**src/rtl/core/plhc_pkg.sv**
```systemverilog
// shared types and constants for the pinned lru handle cache
package plhc_pkg;

    localparam int SLOT_COUNT     = 32;
    localparam int SLOT_W         = $clog2(SLOT_COUNT);
    localparam int MAX_KEY_LENGTH = 64 * 1024;
    localparam int TAG_WIDTH      = 64;
    localparam int STAMP_W        = 64;
    localparam int PIN_W          = 16;
    localparam logic [PIN_W-1:0] PIN_MAX = '1;
    localparam logic [14:0] MAX_STATES_RESET = 15'd10000;

    // commands
    localparam logic [1:0] CMD_LOOKUP  = 2'd0;
    localparam logic [1:0] CMD_FILL    = 2'd1;
    localparam logic [1:0] CMD_RELEASE = 2'd2;
    localparam logic [1:0] CMD_NONE    = 2'd3;

    // status codes
    localparam logic [3:0] ST_HIT         = 4'd0;
    localparam logic [3:0] ST_MISS        = 4'd1;
    localparam logic [3:0] ST_STORED      = 4'd2;
    localparam logic [3:0] ST_UNCACHED    = 4'd3;
    localparam logic [3:0] ST_BAD_LEN     = 4'd4;
    localparam logic [3:0] ST_COMP_FAIL   = 4'd5;
    localparam logic [3:0] ST_BAD_COUNT   = 4'd6;
    localparam logic [3:0] ST_TOO_MANY    = 4'd7;
    localparam logic [3:0] ST_RELEASED    = 4'd8;
    localparam logic [3:0] ST_REL_MISSING = 4'd9;
    localparam logic [3:0] ST_REL_NULL    = 4'd10;

    typedef struct packed {
        logic [1:0]  command;
        logic [63:0] key_tag;
        logic [16:0] key_length;
        logic        pin_request;
        logic [31:0] handle_in;
        logic signed [15:0] state_count;
    } t_in_item;

    typedef struct packed {
        logic [3:0]  status;
        logic [31:0] handle_out;
        logic        evicted_valid;
        logic [31:0] evicted_handle;
    } t_out_item;

    // controller to datapath
    typedef struct packed {
        logic load;      // capture input beat, clear scan
        logic scan;      // examine slot r_idx
        logic commit;    // apply update and build result
    } t_dp_cmd;

    // datapath to controller
    typedef struct packed {
        logic scan_last;  // current slot is the last one, or the request is rejected
        logic found;      // early stop for lookup or release match, or empty slot on fill
    } t_dp_stat;

endpackage

```
**src/rtl/core/plhc_ctrl.sv**
```systemverilog
// controller sequencing load, slot scan, commit and result handoff
module plhc_ctrl (
    input  logic              i_clk,
    input  logic              i_rst_n,
    input  logic              i_valid,
    output logic              o_stall,
    input  logic              i_cmd_none,
    input  plhc_pkg::t_dp_stat i_stat,
    output plhc_pkg::t_dp_cmd  o_cmd,
    output logic              o_valid,
    input  logic              i_stall
);
    import plhc_pkg::*;

    localparam logic [1:0] S_IDLE   = 2'd0;
    localparam logic [1:0] S_SCAN   = 2'd1;
    localparam logic [1:0] S_COMMIT = 2'd2;
    localparam logic [1:0] S_OUT    = 2'd3;

    logic [1:0] r_state, n_state;
    logic       take;

    assign o_stall = (r_state != S_IDLE);
    assign take    = i_valid && (r_state == S_IDLE);
    assign o_valid = (r_state == S_OUT);

    // next state and datapath commands
    always_comb begin
        n_state = r_state;
        o_cmd   = '0;
        case (r_state)
            S_IDLE: begin
                if (take && !i_cmd_none) begin
                    o_cmd.load = 1'b1;
                    n_state = S_SCAN;
                end
            end
            S_SCAN: begin
                o_cmd.scan = 1'b1;
                if (i_stat.scan_last || i_stat.found) begin
                    n_state = S_COMMIT;
                end
            end
            S_COMMIT: begin
                o_cmd.commit = 1'b1;
                n_state = S_OUT;
            end
            S_OUT: begin
                if (!i_stall) begin
                    n_state = S_IDLE;
                end
            end
            default: n_state = S_IDLE;
        endcase
    end

    always_ff @(posedge i_clk) begin
        if (!i_rst_n) begin
            r_state <= S_IDLE;
        end else begin
            r_state <= n_state;
        end
    end

endmodule

```
**config.mk**
```make
export PLATFORM = sky130hd
export DESIGN_NAME = plhc_ctrl
export DESIGN_NICKNAME = d
export VERILOG_FILES = /design/src/rtl/core/plhc_pkg.sv /design/src/rtl/core/plhc_ctrl.sv
export SDC_FILE = /design/constraint.sdc
export NUM_CORES = 1
export LEC_CHECK = 0
export BUFFER_PORTS_ARGS = -buffer_cell sky130_fd_sc_hd__buf_4
export CAP_MARGIN = 20
export CORE_AREA = 2 2 39 41
export DETAILED_ROUTE_END_ITERATION = 8
export DIE_AREA = 0 0 41 43
export PLACE_DENSITY = 0.37
export SLEW_MARGIN = 30
export SYNTH_ARGS = -nofsm -noshare
export SYNTH_HDL_FRONTEND = slang
export SYNTH_SLANG_ARGS = --single-unit
```
**constraint.sdc**
```tcl
create_clock -name i_clk -period 1.5 [get_ports i_clk]
set_clock_uncertainty 0.05 [all_clocks]
set_input_delay 0.075 -clock i_clk [delete_from_list [all_inputs] [get_ports i_clk]]
set_output_delay 0.075 -clock i_clk [all_outputs]
set_load 0.01 [all_outputs]
```
==> flow_summary.yaml, run 1 <==
setup_path:
  crit_buf_inv: 1
  worstSetupEndpointType: "register"
  reg2reg_slack_ns: 0.1
  critPathTopFamily: "flip-flops"
  crit_type: "register to register"
  path_cells: "inv_1 > ha_2 > nand3b_2 > a221oi_4 > mux2i_1"
  slowest_stage: "dfxtp_1"
  required_ns: 1.60
  r2r_end: "r_state[1]$_SDFFE_PN0P_"
  cpPeakStageDelay_ns: 0.33
  worstPathArrival_ns: 1.50
  crit_fanout: 4
  ff2ff_path_depth: 5
  crit-reg2reg-launch: "r_state[0]$_SDFFE_PN0P_"
  cp-start-kind: "register"
clocking:
  numCtsBuffers: 3
  cts_tree: "yes"
  cts-root-buf: "clkbuf_4"
  clk_pin_slew_worst_paths_ns: 0.03
  ctsHtreeMaxLevel: 1
  clk_latency_ns: 0.23
  cts.path.max_buffers: 2
  cts_hold_buf: 0
  cts_sinks: 2
global_routing:
  antenna_found_initial: 0
  grt_pass1_vias: 198
  grt_pass1_wl_um: 717
  grt_max_degree: 5
  grt_overflow: 0
  grtUsageTotal: 0.0651
synth:
  yosysWarningCount: 0
  synth_cells: 19
  ys_ff_latch: 2
  synth_area_um2: 181
  avgSynthCellArea_um2: 9.55
  synth_fp_nets: 30
  synth_cell_types: 11
  ys_seq_area_frac: 0.221
pwr:
  leakage_uw: 0.000171
  vdd_ir_drop_max_v: 0.000642
  power.density_mw_per_mm2: 1750
route:
  num_vias: 185
  drc: 0
  via_per_inst: 3.78
  wl_per_cell_um: 10.1
  dr.pass1.iters: 1
  drt_wl_total_um: 494
  wl_met1_um: 196
  routed.top_layer: "met3"
  met3_length_um: 59
  wl_met2_um: 239
  ant_nets: 0
  drtIter0Drc: 0
min_path:
  hold_depth: 2
  min_from: "i_rst_n"
  min_path_type: "input pin to register"
  min_to: "r_state[0]$_SDFFE_PN0P_"
timing:
  finalCriticalPeriod_ns: 1.40
  fmax_mhz: 713
  hold_viol: 0
  relSlewSlack: 0.802
  worstMarginPinSlew_ns: 0.295
  finalSetupViolations: 0
  slew_viol_final: 0
  finalHoldWorstSlack_ns: 0.0870
  fin_crit_sh: 0.935
finish:
  n_antenna_cell: 0
  drive_above_1_share: 0.545
  largestRegisters: "r_state: 2 flops"
  fin_cells: 49
  largest_reg_flops: 2
  stdcell_area_um2: 325
  fin_nets: 46
  mostFrequentLayoutCells: "11 x buf_4, 4 x inv_1, 3 x ha_1, 3 x clkbuf_4"
  largest-register: "r_state"
  final_common_cell: "buf_4"
  area_growth_pct: 79.3
floorplan:
  dieHeight_um: 43
  rows: 14
  initial_core_util: 0.131
  die_area_mm2: 0.00176
  core-area_mm2: 0.00138
  fp.dieW_um: 41
  pin_count: 12
flow_run:
  drv_cap: 0
placed_design:
  dp.cells: 46
  dpl_cell_area_um2: 284
  portBuffers: 11
  gp_congestion: 0.628
outcome:
  outcome: "finished clean"
-- report_power, final --
group          leakage (uW)  internal, uW  switching (uW)
registers         0.0000164          76.6            22.9
clock network     0.0000138          88.4            31.7
logic              0.000141           191             158
total              0.000171           356             212
-- synthesized netlist by cell type (all sizes together) --
cell type / n / share of area
dfxtp: 2 / 0.22
nor3b: 1 / 0.041
a221oi: 1 / 0.083
nand2: 2 / 0.041
mux2i: 1 / 0.055
a21o: 1 / 0.041
o221a: 1 / 0.062
inv: 4 / 0.083
ha: 4 / 0.28
nand3b: 1 / 0.062
or2: 1 / 0.035
-- per-layer routing --
| metal | up-vias | track usage |
|---|---|---|
| li1 | 92 | - |
| met1 | 81 | 0.0543 |
| met2 | 12 | 0.103 |
| met3 | 0 | 0.0471 |
| met4 | 0 | 0.0400 |
| met5 | - | 0 |
-- area by class of cell --
| cell class | instances | area [um2] |
|---|---|---|
| Clock buffer | 3 | 22.5 |
| Sequential cell | 2 | 40.0 |
| Inverter | 4 | 15.0 |
| Fill cell | 156 | 1060 |
| Multi-Input combinational cell | 13 | 145 |
| Tap cell | 16 | 20.0 |
| Timing Repair Buffer | 11 | 82.6 |
-- timing repair --
item / 4_1_cts / 5_1_grt
endpoints found under the setup margin: 0 / 2
gates resized for setup: 0 / 3
buffers inserted: 0 / 0
-- worst max-delay path by stage --
stage	startpoint	endpoint	slack, ns	cells past startpoint
2_1_floorplan	r_state[1]$_SDFFE_PN0P_	r_state[0]$_SDFFE_PN0P_	0.16	5
3_3_place_gp	r_state[0]$_SDFFE_PN0P_	r_state[0]$_SDFFE_PN0P_	0.07	5
3_5_place_dp	r_state[1]$_SDFFE_PN0P_	r_state[0]$_SDFFE_PN0P_	0.05	5
4_1_cts	r_state[0]$_SDFFE_PN0P_	r_state[1]$_SDFFE_PN0P_	0.03	5
5_1_grt	r_state[1]$_SDFFE_PN0P_	r_state[1]$_SDFFE_PN0P_	-0.02	5
6_report	r_state[0]$_SDFFE_PN0P_	r_state[1]$_SDFFE_PN0P_	0.1	5
-- worst register-to-register path, delay by kind of cell (launching register included) --
| family | cells | cell delay (ns) |
|---|---|---|
| flops | 1 | 0.33 |
| compound gates | 1 | 0.28 |
| fa+ha+maj | 1 | 0.24 |
| mux | 1 | 0.21 |
| buf+inv | 1 | 0.09 |
| simple gates | 1 | 0.13 |
-- through the flow --
step,power [uW],utilization,TNS [ns],setup WS (ns)
4_1_cts,548,0.222,0,0.0300
3_3_place_gp,415,0.205,0,0.0657
6_report,568,0.235,0,0.0976
3_5_place_dp,416,0.205,0,0.0459
2_1_floorplan,297,-,0,0.156
5_1_grt,638,0.235,-0.0317,-0.0194
-- logic make-up after synthesis --
logic type | after synthesis | synth area share
AOI/OAI and AO/OA | 3 | 0.186
and+or+nand+nor | 5 | 0.179
DFF | 2 | 0.221
buffers and inverters | 4 | 0.0827
adders and majority gates | 4 | 0.276
muxes | 1 | 0.0552
No activity file was read; power rests on OpenSTA's default activity.
==> inputs of run 2 (changes only) <==
--- a/config.mk
+++ b/config.mk
@@ -6,11 +6,12 @@
 export NUM_CORES = 1
 export LEC_CHECK = 0
 export BUFFER_PORTS_ARGS = -buffer_cell sky130_fd_sc_hd__buf_4
-export CAP_MARGIN = 20
+export CAP_MARGIN = 0
 export CORE_AREA = 2 2 39 41
 export DETAILED_ROUTE_END_ITERATION = 8
 export DIE_AREA = 0 0 41 43
-export PLACE_DENSITY = 0.37
+export GPL_ROUTABILITY_DRIVEN = 0
+export PLACE_DENSITY = 0.34
 export SLEW_MARGIN = 30
 export SYNTH_ARGS = -nofsm -noshare
 export SYNTH_HDL_FRONTEND = slang
==> flow_summary.yaml, run 2 (synthesis results as in run 1) <==
outcome:
  outcome: "finished clean"
setup_path:
  critPathTopFamily: "compound AO/OA/AOI/OAI gates"
  cpPeakStageDelay_ns: 0.33
  crit_buf_inv: 1
  worstPathArrival_ns: 1.51
  path_cells: "inv_1 > ha_2 > nand3b_2 > a221oi_4 > o221a_1"
  slowest_stage: "dfxtp_1"
  crit_type: "register to register"
  worstSetupEndpointType: "register"
  required_ns: 1.61
  crit_fanout: 4
  cp-start-kind: "register"
timing:
  finalSetupViolations: 0
  hold_viol: 0
  slew_viol_final: 0
  finalCriticalPeriod_ns: 1.40
  worstMarginPinSlew_ns: 0.324
  fmax_mhz: 714
  relSlewSlack: 0.783
  fin_crit_sh: 0.933
finish:
  drive_above_1_share: 0.559
  n_antenna_cell: 0
  mostFrequentLayoutCells: "12 x buf_4, 4 x inv_1, 3 x ha_1, 3 x clkbuf_4"
  largest_reg_flops: 2
  stdcell_area_um2: 333
  largest-register: "r_state"
  fin_nets: 47
  utilization: 0.241
  area_growth_pct: 83.4
  final_common_cell: "buf_4"
  largestRegisters: "r_state: 2 flops"
clocking:
  cts.path.max_buffers: 2
  clk_latency_ns: 0.22
  ctsHtreeMaxLevel: 1
  cts_sinks: 2
  numCtsBuffers: 3
  cts_tree: "yes"
  cts-root-buf: "clkbuf_4"
  cts_resized: 0
  postCtsSetupRepairBufs: 0
  cts_hold_buf: 0
  clk_pin_slew_worst_paths_ns: 0.03
flow_run:
  drv_cap: 0
pwr:
  vdd_ir_drop_max_v: 0.000612
  leakage_uw: 0.000176
  power.density_mw_per_mm2: 1740
placed_design:
  dpl_cell_area_um2: 292
  dp_hpwl_um: 425
  portBuffers: 11
floorplan:
  dieHeight_um: 43
  pin_count: 12
  die_area_mm2: 0.00176
  initial_core_util: 0.131
  core-area_mm2: 0.00138
  rows: 14
  fp.dieW_um: 41
global_routing:
  grtUsageTotal: 0.0670
  grt_overflow: 0
  grt_max_degree: 5
  antenna_found_initial: 0
  grt_pass1_vias: 193
  grt_pass1_wl_um: 738
route:
  drc: 0
  drt_wl_total_um: 518
  via_per_inst: 3.70
  ant_nets: 0
  drtIter0Drc: 0
  wl_per_cell_um: 10.4
  dr.pass1.iters: 1
  num_vias: 185
min_path:
  min_path_type: "input pin to register"
-- run 2: path summary, 6_finish.rpt --
kind | startpoint | endpoint | slack [ns] | cells after the start
setup / recovery | r_state[0]$_SDFFE_PN0P_ | r_state[0]$_SDFFE_PN0P_ | 0.10 | 5
setup reg to reg | r_state[0]$_SDFFE_PN0P_ | r_state[0]$_SDFFE_PN0P_ | 0.10 | 5
hold / removal | i_rst_n | r_state[1]$_SDFFE_PN0P_ | 0.09 | 3
hold reg to reg | r_state[1]$_SDFFE_PN0P_ | r_state[1]$_SDFFE_PN0P_ | 0.54 | 3
-- run 2: stage by stage --
step	hold slack, ns	std cells	worst slack, ns	TNS, ns	total power (uW)
floorplan	0.167	19	0.156	0	297
global placement	0.315	47	0.0909	0	430
detailed placement	0.321	47	0.0199	0	431
CTS	0.0870	50	0.0143	0	552
global route	0.0942	50	-0.00900	-0.00900	643
finish	0.0886	50	0.100	0	579
-- run 2: area by class of cell --
cell class	count	area, um2
inverter	4	15.0
clock buffer	3	22.5
sequential	2	40.0
multi-input combinational	13	145
fill	155	1050
timing repair buffer	12	90.1
tap	16	20.0
-- run 2: worst reg2reg max path, delay by kind of cell, from the launching register on --
kind	cells	cell delay, ns
AOI/OAI and AO/OA	2	0.51
DFF	1	0.33
adders and majority gates	1	0.24
and+or+nand+nor	1	0.13
buffers and inverters	1	0.09
-- run 2: routing by layer --
metal / part of all wire / global-route usage / up-vias / routed length [um]
li1: - / - / 95 / -
met1: 0.45 / 0.0762 / 78 / 232
met2: 0.45 / 0.0875 / 12 / 233
met3: 0.10 / 0.0157 / 0 / 52
met4: 0 / 0.0800 / 0 / 0
met5: 0 / 0 / - / 0
-- run 2: report_power, final --
part           switching, uW  internal, uW
combinational            169           202
clock                   25.2          87.7
sequential              18.2          76.6
==> inputs of run 3 (changes only) <==
--- a/config.mk
+++ b/config.mk
@@ -11,8 +11,7 @@
 export DETAILED_ROUTE_END_ITERATION = 8
 export DIE_AREA = 0 0 41 43
 export GPL_ROUTABILITY_DRIVEN = 0
-export PLACE_DENSITY = 0.34
-export SLEW_MARGIN = 30
+export PLACE_DENSITY = 0.35
 export SYNTH_ARGS = -nofsm -noshare
 export SYNTH_HDL_FRONTEND = slang
 export SYNTH_SLANG_ARGS = --single-unit
==> constraint.sdc (replaced) <==
create_clock -name i_clk -period 1.1 [get_ports i_clk]
set_clock_uncertainty 0.05 [all_clocks]
set_input_delay 0.055 -clock i_clk [delete_from_list [all_inputs] [get_ports i_clk]]
set_output_delay 0.055 -clock i_clk [all_outputs]
set_load 0.01 [all_outputs]
==> flow_summary.yaml, run 3 (synthesis results as in run 1) <==
timing:
  fin_crit_sh: 1.17
  setup_ws_ns: -0.183
  relSlewSlack: 0.844
  worstMarginPinSlew_ns: 0.234
  slew_viol_final: 0
  grt_setup_unrepaired: "true"
  hold_viol: 0
  fmax_mhz: 780
  finalCriticalPeriod_ns: 1.28
  finalSetupViolations: 6
pwr:
  design_power_total_uw: 1040
  intPower_uw: 664
  swShare: 0.364
  leakage_uw: 0.000211
  vdd_ir_drop_max_v: 0.000787
  power.switching_uw: 380
  power.density_mw_per_mm2: 2430
  p_comb_frac: 0.677
  clkPwrFrac: 0.154
  p_seq_frac: 0.170
global_routing:
  grt_overflow: 0
  antenna_found_initial: 0
  grt_max_degree: 5
  grt_pass1_wl_um: 814
  grtUsageTotal: 0.0700
  grt_pass1_vias: 217
floorplan:
  core-area_mm2: 0.00138
  pin_count: 12
  fp.dieW_um: 41
  initial_core_util: 0.131
  die_area_mm2: 0.00176
  dieHeight_um: 43
  rows: 14
outcome:
  violations: "setup timing"
  outcome: "finished, violations left"
route:
  ant_nets: 0
  drt_wl_total_um: 512
  dr.pass1.iters: 1
  drc: 0
  drtIter0Drc: 0
  num_vias: 205
  wl_per_cell_um: 9.48
  via_per_inst: 3.80
finish:
  mostFrequentLayoutCells: "14 x buf_4, 3 x ha_4, 3 x clkbuf_4"
  fill_cells: 153
  largestRegisters: "r_state: 2 flops"
  regArea_um2: 45.0
  stdcell_area_um2: 430
  largest-register: "r_state"
  final_common_cell: "buf_4"
  largest_reg_flops: 2
  multi_input_area_um2: 195
  n_antenna_cell: 0
  drive_above_1_share: 0.789
  area_growth_pct: 137
  fin_cells: 54
  fin_nets: 51
clocking:
  cts_tree: "yes"
  clk_latency_ns: 0.22
  clk_pin_slew_worst_paths_ns: 0.03
  cts-root-buf: "clkbuf_4"
  numCtsBuffers: 3
  cts_sinks: 2
  cts.path.max_buffers: 2
  cts_hold_buf: 0
  ctsHtreeMaxLevel: 1
setup_path:
  required_ns: 1.16
  worstSetupEndpointType: "register"
  crit_fanout: 4
  worstPathArrival_ns: 1.34
  cp-start-kind: "register"
  crit_type: "register to register"
flow_run:
  drv_cap: 0
min_path:
  min_path_type: "input pin to register"
placed_design:
  dp.cells: 49
  dp_hpwl_um: 387
  portBuffers: 11
  dpl_cell_area_um2: 354
-- run 3: cell count changes in the layout (fill, tap and decap cells not counted), sizes merged --
cell / delta
buf: +4
-- run 3: final timing paths --
| path | start | slack, ns | cells after the start | to |
|---|---|---|---|---|
| setup / recovery | r_state[0]$_SDFFE_PN0P_ | -0.18 | 5 | r_state[0]$_SDFFE_PN0P_ |
| hold / removal | i_rst_n | 0.05 | 2 | r_state[0]$_SDFFE_PN0P_ |
| setup reg to reg | r_state[0]$_SDFFE_PN0P_ | -0.18 | 5 | r_state[0]$_SDFFE_PN0P_ |
| hold reg to reg | r_state[0]$_SDFFE_PN0P_ | 0.55 | 1 | r_state[0]$_SDFFE_PN0P_ |
-- run 3: layout make-up --
cell class | count | area share
Sequential cell | 2 | 0.105
Multi-Input combinational cell | 13 | 0.453
Clock buffer | 3 | 0.0523
Inverter | 4 | 0.0465
Tap cell | 16 | 0.0465
Timing Repair Buffer | 16 | 0.297
-- run 3: worst max-delay path: stages, from the launching register on --
cell     delay [ns]
dfxtp_4        0.38
inv_4          0.04
buf_4          0.13
ha_4           0.15
or2_1          0.20
o221a_1        0.22
-- run 3: timing repair --
action | CTS | global route
resized for setup | 5 | 4
pin swaps | 2 | 2
endpoints found under the setup margin | 6 | 6
setup buffers | 1 | 1
-- run 3: per-stage QoR --
stage / utilization / setup slack, ns / hold WS [ns] / TNS [ns]
6_report: 0.311 / -0.183 / 0.0504 / -0.839
5_1_grt: 0.311 / -0.261 / 0.0630 / -1.19
4_1_cts: 0.292 / -0.193 / 0.0455 / -0.850
3_5_place_dp: 0.256 / -0.218 / 0.286 / -0.431
3_3_place_gp: 0.256 / -0.218 / 0.271 / -0.405
2_1_floorplan: - / -0.136 / 0.139 / -0.267
-- run 3: power groups by stage --
stage | combinational (uW) | sequential, uW | clock, uW
after floorplan | 369 | 151 | 0
after global placement | 564 | 160 | 0
after detailed placement | 565 | 160 | 0
after CTS | 663 | 172 | 172
after global routing | 792 | 186 | 176
final | 707 | 177 | 160
-- run 3: layer usage --
metal | GRT usage | wire (um)
met3 | 0.0524 | 57
met2 | 0.100 | 254
met5 | 0 | 0
met4 | 0.0200 | 0
met1 | 0.0794 | 200
